**src/rtl/core/cbde_pkg.sv**
```systemverilog
`default_nettype none
// ----------------------------------------------------------------------------
// cbde_pkg: shared types and constants for the clap envelope
// Envelope constants, request and register codes, control FSM states and the
// status struct of the serial multiplier.
// ----------------------------------------------------------------------------
package cbde_pkg;

  // envelope shape
  localparam int          BURSTS       = 3;
  localparam int          STAGE_W      = 3;
  localparam logic [2:0]  BURSTS_S     = 3'(BURSTS);
  localparam logic [2:0]  LAST_STAGE_S = 3'(BURSTS + 1);
  localparam int          LEVEL_W      = 31;
  localparam logic [30:0] FULL_LEVEL   = 31'h7fff_0000;
  localparam logic [30:0] SILENT_BELOW = 31'h0000_ffff;
  localparam logic [30:0] INC_RESET    = 31'd4869428;

  // serial multiplier: 16 multiplier bits, one per cycle
  localparam int MUL_BITS = 16;
  localparam int MUL_CNT_W = $clog2(MUL_BITS + 1);

  // request codes
  localparam logic REQ_SAMPLE  = 1'b0;
  localparam logic REQ_TRIGGER = 1'b1;

  // register index (paddr[2])
  localparam logic REG_DECAY = 1'b0;
  localparam logic REG_BURST = 1'b1;

  // control sequencer states
  typedef enum logic [1:0] {
    ST_IDLE,
    ST_SQUARE,
    ST_SCALE,
    ST_FINISH
  } state_e;

  // multiplier status
  typedef struct packed {
    logic busy;
    logic done;
  } mul_stat_t;

endpackage : cbde_pkg
`default_nettype wire

```
**src/rtl/core/cbde_smul.sv**
```systemverilog
`default_nettype none
// ----------------------------------------------------------------------------
// cbde_smul: bit-serial signed-by-unsigned multiplier
// Shift-add multiplier: one multiplier bit per cycle, LSB first, with the
// running sum shifted right into a low-half shift register.
// ----------------------------------------------------------------------------
module cbde_smul (
  input  wire                 clk_i,
  input  wire                 rst_ni,
  input  wire                 start_i,
  input  wire signed [15:0]   mcand_i,
  input  wire        [15:0]   mplier_i,
  output cbde_pkg::mul_stat_t stat_o,
  output logic       [31:0]   prod_o
);

  logic signed [17:0] acc_q, acc_d;
  logic        [15:0] low_q, low_d;
  logic        [15:0] mpl_q, mpl_d;
  logic signed [17:0] mcand_q, mcand_d;
  logic [cbde_pkg::MUL_CNT_W-1:0] cnt_q, cnt_d;
  logic busy_q, busy_d;
  logic done_q, done_d;
  logic signed [17:0] sum;

  // one add per cycle; sum bit 0 drops into the low half
  always_comb begin
    sum     = acc_q + (mpl_q[0] ? mcand_q : 18'sd0);
    acc_d   = acc_q;
    low_d   = low_q;
    mpl_d   = mpl_q;
    mcand_d = mcand_q;
    cnt_d   = cnt_q;
    busy_d  = busy_q;
    done_d  = 1'b0;
    if (start_i) begin
      acc_d   = '0;
      low_d   = '0;
      mpl_d   = mplier_i;
      mcand_d = 18'(mcand_i);
      cnt_d   = cbde_pkg::MUL_CNT_W'(cbde_pkg::MUL_BITS);
      busy_d  = 1'b1;
    end else if (busy_q) begin
      acc_d = sum >>> 1;
      low_d = {sum[0], low_q[15:1]};
      mpl_d = mpl_q >> 1;
      cnt_d = cnt_q - cbde_pkg::MUL_CNT_W'(1);
      if (cnt_q == cbde_pkg::MUL_CNT_W'(1)) begin
        busy_d = 1'b0;
        done_d = 1'b1;
      end
    end
  end

  // control state
  always_ff @(posedge clk_i or negedge rst_ni) begin
    if (!rst_ni) begin
      busy_q <= 1'b0;
      done_q <= 1'b0;
      cnt_q  <= '0;
    end else begin
      busy_q <= busy_d;
      done_q <= done_d;
      cnt_q  <= cnt_d;
    end
  end

  // datapath shift registers
  always_ff @(posedge clk_i) begin
    acc_q   <= acc_d;
    low_q   <= low_d;
    mpl_q   <= mpl_d;
    mcand_q <= mcand_d;
  end

  assign prod_o      = {acc_q[15:0], low_q};
  assign stat_o.busy = busy_q;
  assign stat_o.done = done_q;

endmodule : cbde_smul
`default_nettype wire

```
**src/rtl/core/clap_burst_decay_envelope.sv**
```systemverilog
`default_nettype none
// ----------------------------------------------------------------------------
// clap_burst_decay_envelope: hand-clap burst/decay amplitude envelope
// Shapes signed 16-bit audio with a quadratic envelope of several short
// bursts followed by one long decay.
// ----------------------------------------------------------------------------
// Usage:
//  - Input channel (in_valid_i/in_ready_o): req_type_i selects a trigger
//    word (restarts the envelope at full level, produces no output word) or
//    a sample word (produces exactly one output word).
//  - Output channel (out_valid_o/out_ready_i): sample_out_o is the shaped
//    sample, active_o is set while the envelope still runs after it.
//  - APB port: reg 0 at 0x0 is the decay increment, reg 1 at 0x4 the burst
//    increment, 31 bits each. Write only while the block is idle.
//  - Timing: a trigger is taken in the idle state with no further steps. A
//    running sample makes two passes of the bit-serial multiplier, gain
//    then sample times gain, then goes through the finish state into the
//    output register. A silent sample skips the multiplier and goes
//    straight from the idle state to the finish state.
//  - One sample is worked on at a time; the next word is accepted while the
//    previous result still sits in the output register.
//  - When the receiver stalls, the finished result waits in the sequencer
//    until the output register frees up; no input is taken meanwhile.
//  - Reset: envelope silent (level 0, stage 0), both increments 4869428,
//    output register empty.
// ----------------------------------------------------------------------------
module clap_burst_decay_envelope (
  input  wire               clk_i,
  input  wire               rst_ni,
  // APB configuration port
  input  wire               psel,
  input  wire               penable,
  input  wire               pwrite,
  input  wire        [2:0]  paddr,
  input  wire        [31:0] pwdata,
  output logic       [31:0] prdata,
  output logic              pready,
  // input words
  input  wire               in_valid_i,
  output logic              in_ready_o,
  input  wire               req_type_i,
  input  wire signed [15:0] sample_in_i,
  // output words
  output logic              out_valid_o,
  input  wire               out_ready_i,
  output logic signed [15:0] sample_out_o,
  output logic              active_o
);

  cbde_pkg::state_e state_q, state_d;

  logic [30:0] decay_inc_q, burst_inc_q;
  logic [30:0] level_q, level_d;
  logic [2:0]  stage_q, stage_d;
  logic signed [15:0] samp_q;
  logic signed [15:0] res_samp_q, res_samp_d;
  logic res_act_q, res_act_d;
  logic out_valid_q;
  logic signed [15:0] out_samp_q;
  logic out_act_q;

  logic        in_acc, cfg_wr, out_free, running;
  logic [30:0] inc, lvl_sub, lvl_nx;
  logic [2:0]  stg_inc, stg_nx;
  logic        adv;
  logic        mul_start;
  logic signed [15:0] mul_mcand;
  logic [15:0] mul_mplier;
  logic [31:0] mul_prod;
  cbde_pkg::mul_stat_t mul_stat;

  // APB: always ready, decode on paddr[2]
  assign pready = 1'b1;
  assign cfg_wr = psel & penable & pwrite & pready;
  always_comb begin
    unique case (paddr[2])
      cbde_pkg::REG_DECAY: prdata = {1'b0, decay_inc_q};
      cbde_pkg::REG_BURST: prdata = {1'b0, burst_inc_q};
      default:             prdata = '0;
    endcase
  end

  always_ff @(posedge clk_i or negedge rst_ni) begin
    if (!rst_ni) begin
      decay_inc_q <= cbde_pkg::INC_RESET;
      burst_inc_q <= cbde_pkg::INC_RESET;
    end else if (cfg_wr) begin
      unique case (paddr[2])
        cbde_pkg::REG_DECAY: decay_inc_q <= pwdata[30:0];
        cbde_pkg::REG_BURST: burst_inc_q <= pwdata[30:0];
        default: ;
      endcase
    end
  end

  // envelope step: saturating subtract, stage advance and reload
  assign running  = (stage_q <= cbde_pkg::BURSTS_S) && (level_q >= cbde_pkg::SILENT_BELOW);
  assign inc      = (stage_q < cbde_pkg::BURSTS_S) ? burst_inc_q : decay_inc_q;
  assign lvl_sub  = (level_q >= inc) ? (level_q - inc) : '0;
  assign adv      = lvl_sub < inc;
  assign stg_inc  = stage_q + 3'd1;
  assign stg_nx   = adv ? stg_inc : stage_q;
  assign lvl_nx   = !adv ? lvl_sub :
                    (stg_inc <= cbde_pkg::BURSTS_S) ? cbde_pkg::FULL_LEVEL : '0;

  assign in_acc   = in_valid_i & in_ready_o;
  assign out_free = !out_valid_q || out_ready_i;

  // next state
  always_comb begin
    state_d = state_q;
    unique case (state_q)
      cbde_pkg::ST_IDLE: begin
        if (in_valid_i && req_type_i == cbde_pkg::REQ_SAMPLE) begin
          state_d = running ? cbde_pkg::ST_SQUARE : cbde_pkg::ST_FINISH;
        end
      end
      cbde_pkg::ST_SQUARE: begin
        if (mul_stat.done) state_d = cbde_pkg::ST_SCALE;
      end
      cbde_pkg::ST_SCALE: begin
        if (mul_stat.done) state_d = cbde_pkg::ST_FINISH;
      end
      cbde_pkg::ST_FINISH: begin
        if (out_free) state_d = cbde_pkg::ST_IDLE;
      end
      default: state_d = cbde_pkg::ST_IDLE;
    endcase
  end

  // sequencer outputs
  always_comb begin
    in_ready_o = 1'b0;
    mul_start  = 1'b0;
    mul_mcand  = '0;
    mul_mplier = '0;
    unique case (state_q)
      cbde_pkg::ST_IDLE: begin
        in_ready_o = 1'b1;
        mul_start  = in_valid_i && req_type_i == cbde_pkg::REQ_SAMPLE && running;
        mul_mcand  = {1'b0, lvl_sub[30:16]};
        mul_mplier = {1'b0, lvl_sub[30:16]};
      end
      cbde_pkg::ST_SQUARE: begin
        // gain = (h*h) >> 15
        mul_start  = mul_stat.done;
        mul_mcand  = samp_q;
        mul_mplier = {1'b0, mul_prod[29:15]};
      end
      cbde_pkg::ST_SCALE,
      cbde_pkg::ST_FINISH: ;
      default: ;
    endcase
  end

  // envelope state and pending result
  always_comb begin
    level_d    = level_q;
    stage_d    = stage_q;
    res_samp_d = res_samp_q;
    res_act_d  = res_act_q;
    if (in_acc) begin
      if (req_type_i == cbde_pkg::REQ_TRIGGER) begin
        level_d = cbde_pkg::FULL_LEVEL;
        stage_d = '0;
      end else if (running) begin
        level_d   = lvl_nx;
        stage_d   = stg_nx;
        res_act_d = (stg_nx <= cbde_pkg::BURSTS_S) && (lvl_nx >= cbde_pkg::SILENT_BELOW);
      end else begin
        level_d    = '0;
        res_samp_d = '0;
        res_act_d  = 1'b0;
      end
    end else if (state_q == cbde_pkg::ST_SCALE && mul_stat.done) begin
      res_samp_d = mul_prod[31:16];
    end
  end

  always_ff @(posedge clk_i or negedge rst_ni) begin
    if (!rst_ni) begin
      state_q     <= cbde_pkg::ST_IDLE;
      level_q     <= '0;
      stage_q     <= '0;
      out_valid_q <= 1'b0;
    end else begin
      state_q <= state_d;
      level_q <= level_d;
      stage_q <= stage_d;
      if (state_q == cbde_pkg::ST_FINISH && out_free) begin
        out_valid_q <= 1'b1;
      end else if (out_ready_i) begin
        out_valid_q <= 1'b0;
      end
    end
  end

  // payload registers
  always_ff @(posedge clk_i) begin
    res_samp_q <= res_samp_d;
    res_act_q  <= res_act_d;
    if (in_acc) samp_q <= sample_in_i;
    if (state_q == cbde_pkg::ST_FINISH && out_free) begin
      out_samp_q <= res_samp_q;
      out_act_q  <= res_act_q;
    end
  end

  cbde_smul u_smul (
    .clk_i    (clk_i),
    .rst_ni   (rst_ni),
    .start_i  (mul_start),
    .mcand_i  (mul_mcand),
    .mplier_i (mul_mplier),
    .stat_o   (mul_stat),
    .prod_o   (mul_prod)
  );

  assign out_valid_o  = out_valid_q;
  assign sample_out_o = out_samp_q;
  assign active_o     = out_act_q;

`ifndef SYNTH
  // stage can only step once past the decay stage
  a_stage_bound: assert property (@(posedge clk_i) disable iff (!rst_ni)
    stage_q <= cbde_pkg::LAST_STAGE_S)
    else $error("envelope stage beyond final decay");

  // multiplier idles whenever the sequencer takes input
  a_mul_idle: assert property (@(posedge clk_i) disable iff (!rst_ni)
    state_q == cbde_pkg::ST_IDLE |-> !mul_stat.busy && !mul_stat.done)
    else $error("multiplier active while idle");

  // a multiplier result only shows up in a multiply state
  a_done_state: assert property (@(posedge clk_i) disable iff (!rst_ni)
    mul_stat.done |-> (state_q == cbde_pkg::ST_SQUARE || state_q == cbde_pkg::ST_SCALE))
    else $error("multiplier done outside multiply states");

  // finishing with a free slot always presents a word next cycle
  a_finish_out: assert property (@(posedge clk_i) disable iff (!rst_ni)
    state_q == cbde_pkg::ST_FINISH && out_free |=> out_valid_o)
    else $error("finished word not presented");
`endif

endmodule : clap_burst_decay_envelope
`default_nettype wire
```
**config.mk**
```make
export PLATFORM = sky130hd
export DESIGN_NAME = clap_burst_decay_envelope
export DESIGN_NICKNAME = d
export VERILOG_FILES = /design/src/rtl/core/cbde_pkg.sv /design/src/rtl/core/cbde_smul.sv /design/src/rtl/core/clap_burst_decay_envelope.sv
export SDC_FILE = /design/constraint.sdc
export NUM_CORES = 1
export LEC_CHECK = 0
export BUFFER_PORTS_ARGS = -buffer_cell sky130_fd_sc_hd__buf_2
export CAP_MARGIN = 20
export CORE_UTILIZATION = 29
export DETAILED_ROUTE_END_ITERATION = 10
export PLACE_DENSITY_LB_ADDON = 0.12
export SETUP_SLACK_MARGIN = 0.1
export SYNTH_ARGS = -nofsm -noshare
export SYNTH_HDL_FRONTEND = slang
export SYNTH_SLANG_ARGS = --single-unit
```
**constraint.sdc**
```tcl
create_clock -name clk_i -period 18.44 [get_ports clk_i]
set_input_delay 1.844 -clock clk_i [delete_from_list [all_inputs] [get_ports clk_i]]
set_output_delay 1.844 -clock clk_i [all_outputs]
set_load 0.03 [all_outputs]
```
-- Word level (Yosys, flattened, before mapping)
Index checks and enable logic that the tools add are counted.
- register bits: 221
- bits of input ports: 59
- output and inout bits: 52
- logic and storage cells: 101
- $add $sub $neg: 4
- $lt $le $gt $ge: 8
- equality and inequality tests: 10
- mux-type cells: 37
- bitwise operators: 5
- reductions and logical operators: 19
- operator list (operator ; number):
    $mux W31 ; 6
    $mux W16 ; 6
    $pmux W32 S2 ; 1
    $ge A31 B16 Y1 const B ; 2
    $pmux W16 S2 ; 1
    $ge A31 B31 Y1 ; 1
    $lt A31 B31 Y1 ; 1
    $sub A31 B31 Y31 ; 1
    $pmux W15 S2 ; 1
    $add A17 B18 Y18 ; 1
    $mux W18 ; 1
    $mux W2 ; 5
    $mux W5 ; 2
    $le A3 B2 Y1 const B ; 3
    $mux W1 ; 9
    $mux W3 ; 3
    $ne A2 B2 Y1 const B ; 4
    $pmux W2 S4 ; 1
    $reduce_and A2 Y1 ; 4
    $reduce_bool A2 Y1 ; 4
    $logic_and A1 B1 Y1 ; 6
    $eq A5 B1 Y1 const B ; 1
    $sub A5 B1 Y5 const B ; 1
    $eq A2 B2 Y1 const B ; 2
    other kinds (12) ; 16

-- Logic depth before layout (Yosys ltp)
- depth after elaboration: 8
- depth in mapped cells: 30
- mapped depth without buffers: 25

-- Hierarchy
From an unflattened synthesis, not the netlist that was laid out.
- cell total of the unflattened synthesis: 1298
- area total of the unflattened synthesis: 13783.2 sq um
- modules (own cells, without submodules) (module ; times used ; cells an instance ; area each (sq um)):
    clap_burst_decay_envelope ; 1 ; 955 ; 10100.9
    cbde_smul ; 1 ; 343 ; 3682.3

-- Least setup slack after synthesis
Ideal clock, no wire load.
- path type: reg-to-reg
- start point: register stage_q[1]
- end point: register level_q[0]
- library setup time: 0.156 ns
- arrival: 6.558 ns
- slack: 11.725 ns
- stages on the path, launching flop included: 29
- path buffers: 5
- cells stage by stage: dfrtp_1 a21oi_4 buf_2 buf_1 mux2i_1 ha_1 and3_1 and3_1 a32oi_1 o211ai_1 and3_1 a211o_1 nor2_1 clkbuf_1 buf_1 nor2_1 ha_1 a21o_1 a21o_1 a21o_1 o211ai_1 nand2_1 nor2_1 a211oi_1 o31a_4 o211ai_4 or3_1 buf_4 o22ai_2
- longest elaborated chain between the ends: 8
- RTL lines (what ; RTL line ; text):
    from (decl) ; clap_burst_decay_envelope.sv:54 ; logic [2:0] stage_q, stage_d;
    from (signal assigned) ; clap_burst_decay_envelope.sv:189 ; stage_q <= stage_d;
    $lt A3 B2 Y1 ; clap_burst_decay_envelope.sv:98 ; assign inc = (stage_q < cbde_pkg::BURSTS_S) ? burst_inc_q : decay_inc_q;
    $mux W31 ; clap_burst_decay_envelope.sv:98 ;
    $sub A31 B31 Y31 / $ge A31 B31 Y1 (equally long branches) ; clap_burst_decay_envelope.sv:99 ; assign lvl_sub = (level_q >= inc) ? (level_q - inc) : '0;
    $mux W31 ; clap_burst_decay_envelope.sv:99 ;
    $lt A31 B31 Y1 ; clap_burst_decay_envelope.sv:100 ; assign adv = lvl_sub < inc;
    $mux W31 ; clap_burst_decay_envelope.sv:103 ; assign lvl_nx = !adv ? lvl_sub :
    $mux W31 * ; clap_burst_decay_envelope.sv:166 ; end else if (running) begin
    $mux W31 * ; clap_burst_decay_envelope.sv:163 ; if (req_type_i == cbde_pkg::REQ_TRIGGER) begin
    to (signal assigned) ; clap_burst_decay_envelope.sv:188 ; level_q <= level_d;
    to (decl) ; clap_burst_decay_envelope.sv:53 ; logic [30:0] level_q, level_d;
Mark *: on every way between the ends. The rest lies on a longest branch, timed or not.
A chain may end at the register's enable or synchronous reset.

-- Final worst setup path
- start point: register stage_q[2]
- end point: register level_q[0]
The elaborated chain is that of the path after synthesis.

==> summary.txt <==
Outcome
  – Status: completed

CTS
  – Clock sinks: just over 200
  – CTS Hold Bufs: 0
  – H-tree levels: 1
  – Post-CTS setup buffers: 0
  – Clk root buf: clkbuf_16
  – TritonCTS Buffers: 26
  – Clock tree from TritonCTS: done
  – Clk_lat worst skew: between 500 and 600 ps
  – # resized after CTS: 0
  – Worst-path clk slew: 60 ps
  – CTS max path bufs: 3

STA
  – Max Clock Freq: approximately 110 MHz
  – Period minus WS final: ~8700 ps
  – Final setup viols: 0
  – Clk_skew: ~21 ps
  – Unrepaired setup endpoints after global routing: false
  – Final Max Tran Viols: 0
  – Final Hold Viols: 0
  – Hold slack: around 410 ps
  – Fin crit share: 0.472
  – Setup TNS: 0 ps
  – Worst rel slew slack: 0.246
  – Slew at the pin closest to its max-slew limit: approximately 1100 ps
  – Final worst slack: between 9000 and 10000 ps

Final layout
  – Post-route cell area: about 15000 µm²
  – Layout net count: 1456
  – Area Overhead vs Synth: 15.4%
  – Fraction of layout cells with a size suffix above 1: 0.248
  – Util after Layout: 0.342
  – Antenna cell count: 0

Floorplanning
  – Height of the die: roughly 210 µm
  – # rows: between 70 and 80
  – Starting Density: 0.296
  – Die width: 213 µm
  – Boundary Pins: 111
  – Core area: about 43000 µm²
  – Die Footprint: about 45000 µm²

Worst setup path
  – Buf+Inv Stages, Crit Path: 2
  – Most used cell, CP: a21o_1
  – Worst-path fanout max: 19
  – Critical path origin: stage_q[2]
  – Critical path required time: 18850 ps
  – Crit path max-delay family: compound AO/OA/AOI/OAI gates
  – Flop2flop setup slack: 9730 ps
  – Worst setup EP type: register
  – Critical path's slowest cell: nor2_1
  – Worst setup SP type: register
  – WP data arrival: about 9100 ps
  – Reg2reg start: stage_q[2]
  – Worst path max stage delay: about 770 ps
  – Critical path class: register to register

Synthesis
  – Area contributors post-synth: edfxtp_1 19%, dfrtp_1 17%, mux2_2 8.3%, ha_1 7.8%, dfstp_2 4.1%
  – Synth top area share: 0.189
  – Dominant synthesized flop cell: dfrtp_1
  – Mean area per synthesized cell: ~10 µm²
  – Distinct cells, synth: 90
  – Post-synth EDFFs: just over 80
  – Post-synth top cells: 108 x nor2_1, 95 x mux2_2, 86 x dfrtp_1
  – Post-Syn Nets: about 1.4k
  – Area leader, netlist: edfxtp_1
  – Yosys warns: 0
  – Count leader, synth: nor2_1
  – Part of the Yosys area used for sequential elements: 0.425
  – #FFs+latches synth: 205
  – Async SR Flop Fraction: 0.517
  – Synth Cell Area: 12900 µm²
  – Post-synthesis instance total: between 1k and 1.5k

Route
  – Via count: 9622
  – Per-cell routed wire length: around 18 µm
  – DRC Markers: 0
  – Final antenna-violating net count: 0
  – WL final: between 30000 and 40000 µm
  – Post-DR vias/cell: between 5 and 6
  – DR iter-0 viols: between 300 and 400
  – Initial DRT Pass Iterations: 4

Global route
  – Number of global-route vias before repair: ~9.7k
  – Global-route wire length before repair: 55200 µm
  – GRT Total Usage: 0.158
  – Initial antenna violation count: 0
  – Grt ovf: 0
  – Largest net degree at the start of global routing: 64

Pwr
  – Pwr Density: between 200 and 250 nW/µm²
  – Lkg Pwr: approximately 6.2 nW
  – Worst vdd ir: approximately 77 µV

Placement
  – Place WS: around 10000 ps
  – Gp weighted congestion: between 0.8 and 0.9
  – I/O Buffers: approximately 110
  – Placed Area: between 10000 and 15000 µm²
  – Post-DP HPWL: around 26000 µm

Worst hold path
  – Worst min-delay path class: register to register
  – HP Start: res_samp_q[3]

Job
  – Max-cap violations: 0
==> placed cells by master, fill, tap and decap left out, types with 10 or more instances in the layout <==
cell       count
buf_2        104
xnor2_1       27
buf_4         15
inv_1         38
and2_1        45
o221a_2       15
a21o_1        31
xor2_1        14
dfxtp_1       18
clkbuf_16     26
a221oi_1      16
mux2_2        95
nand2b_1      10
o21ai_0       36
a211oi_1      11
ha_1          80
nor2_1       108
nand3_1       16
a21oi_1       58
nand4_1       21
nor3_1        30
nor2b_1       13
dfrtp_1       86
and3_1        13
nand2_1       75
edfxtp_1      81
dfstp_2       20
a22o_1        20
mux2i_1       36
==> cell type report <==
type / instances / area, µm²
clock buffers: 32 / 703
clock inverters: 16 / 173
fillers: 4459 / 28600
inverters: 41 / 154
multi-input cells: 923 / 6990
flip-flops and latches: 205 / 5470
well taps: 585 / 732
repair buffers: 119 / 633
==> cells by family (layout without fill, tap and decap cells) <==
family                     Yosys count  count (layout)  share of synthesized area
and+or+nand+nor                    374             374                      0.146
AOI/OAI and AO/OA                  280             280                      0.164
DFF                                205             205                      0.425
muxes                              134             134                      0.115
buffers and inverters              104             208                     0.0323
adders and majority gates           89              89                     0.0856
xor gates and xnor gates            44              44                     0.0317
other                                2               2                   0.000583
==> through the flow <==
step / instances / power (W)
after floorplan: 1232 / 0.00201
after global placement: 1873 / 0.00246
after detailed placement: 1873 / 0.00247
after CTS: 1921 / 0.00302
after global routing: 1921 / 0.00325
final: 1921 / 0.00298
==> state kept, by name, summed over array words and instances (netlist names), 2 cells and up <==
name            cells
sample_out_o       16
stage_q             3
decay_inc_q        31
u_smul.acc_q       17
u_smul.mpl_q       15
state_q             2
u_smul.cnt_q        5
level_q            31
res_samp_q         16
samp_q             16
u_smul.mcand_q     16
burst_inc_q        31
==> report_power, final <==
group | internal (W) | switching, W | leakage (nW) | total (W)
combinational | 0.000661 | 0.00105 | 3.64 | 0.00171
clock | 0.000313 | 0.000207 | 0.431 | 0.000520
sequential | 0.000641 | 0.000112 | 2.17 | 0.000753
total | 0.00161 | 0.00137 | 6.24 | 0.00298
==> final timing paths <==
kind                                        end  cells after the start
min in group asynchronous        decay_inc_q[7]                      1
worst max-delay path                 level_q[0]                     25
max in group asynchronous           level_q[30]                      2
worst min register to register  sample_out_o[3]                      0
worst max register to register       level_q[0]                     25
worst min-delay path            sample_out_o[3]                      0
==> per-layer routing <==
layer	GRT usage	part of all wire
met5	0	0
met4	0.0439	0.026
met3	0.0228	0.035
met1	0.221	0.49
met2	0.253	0.45
==> worst register-to-register path, stage by stage (launching register included) <==
cell and delay (ps):
dfrtp_1 520, a21oi_4 610, buf_4 440, mux2i_1 470, ha_1 360, a21oi_1 450
maj3_1 280, o211ai_1 330, and3_1 310, a211o_1 300, nor2_1 770, buf_4 370
nor2_1 150, ha_1 320, a21o_1 160, a21o_1 170, a21o_1 170, a21o_1 170
a21oi_1 130, nor2b_1 50, o21ai_0 150, nand2b_1 170, or3_1 450, o211ai_4 520
or3_1 600, o22ai_2 150
No activity file was read; power rests on OpenSTA's default activity.
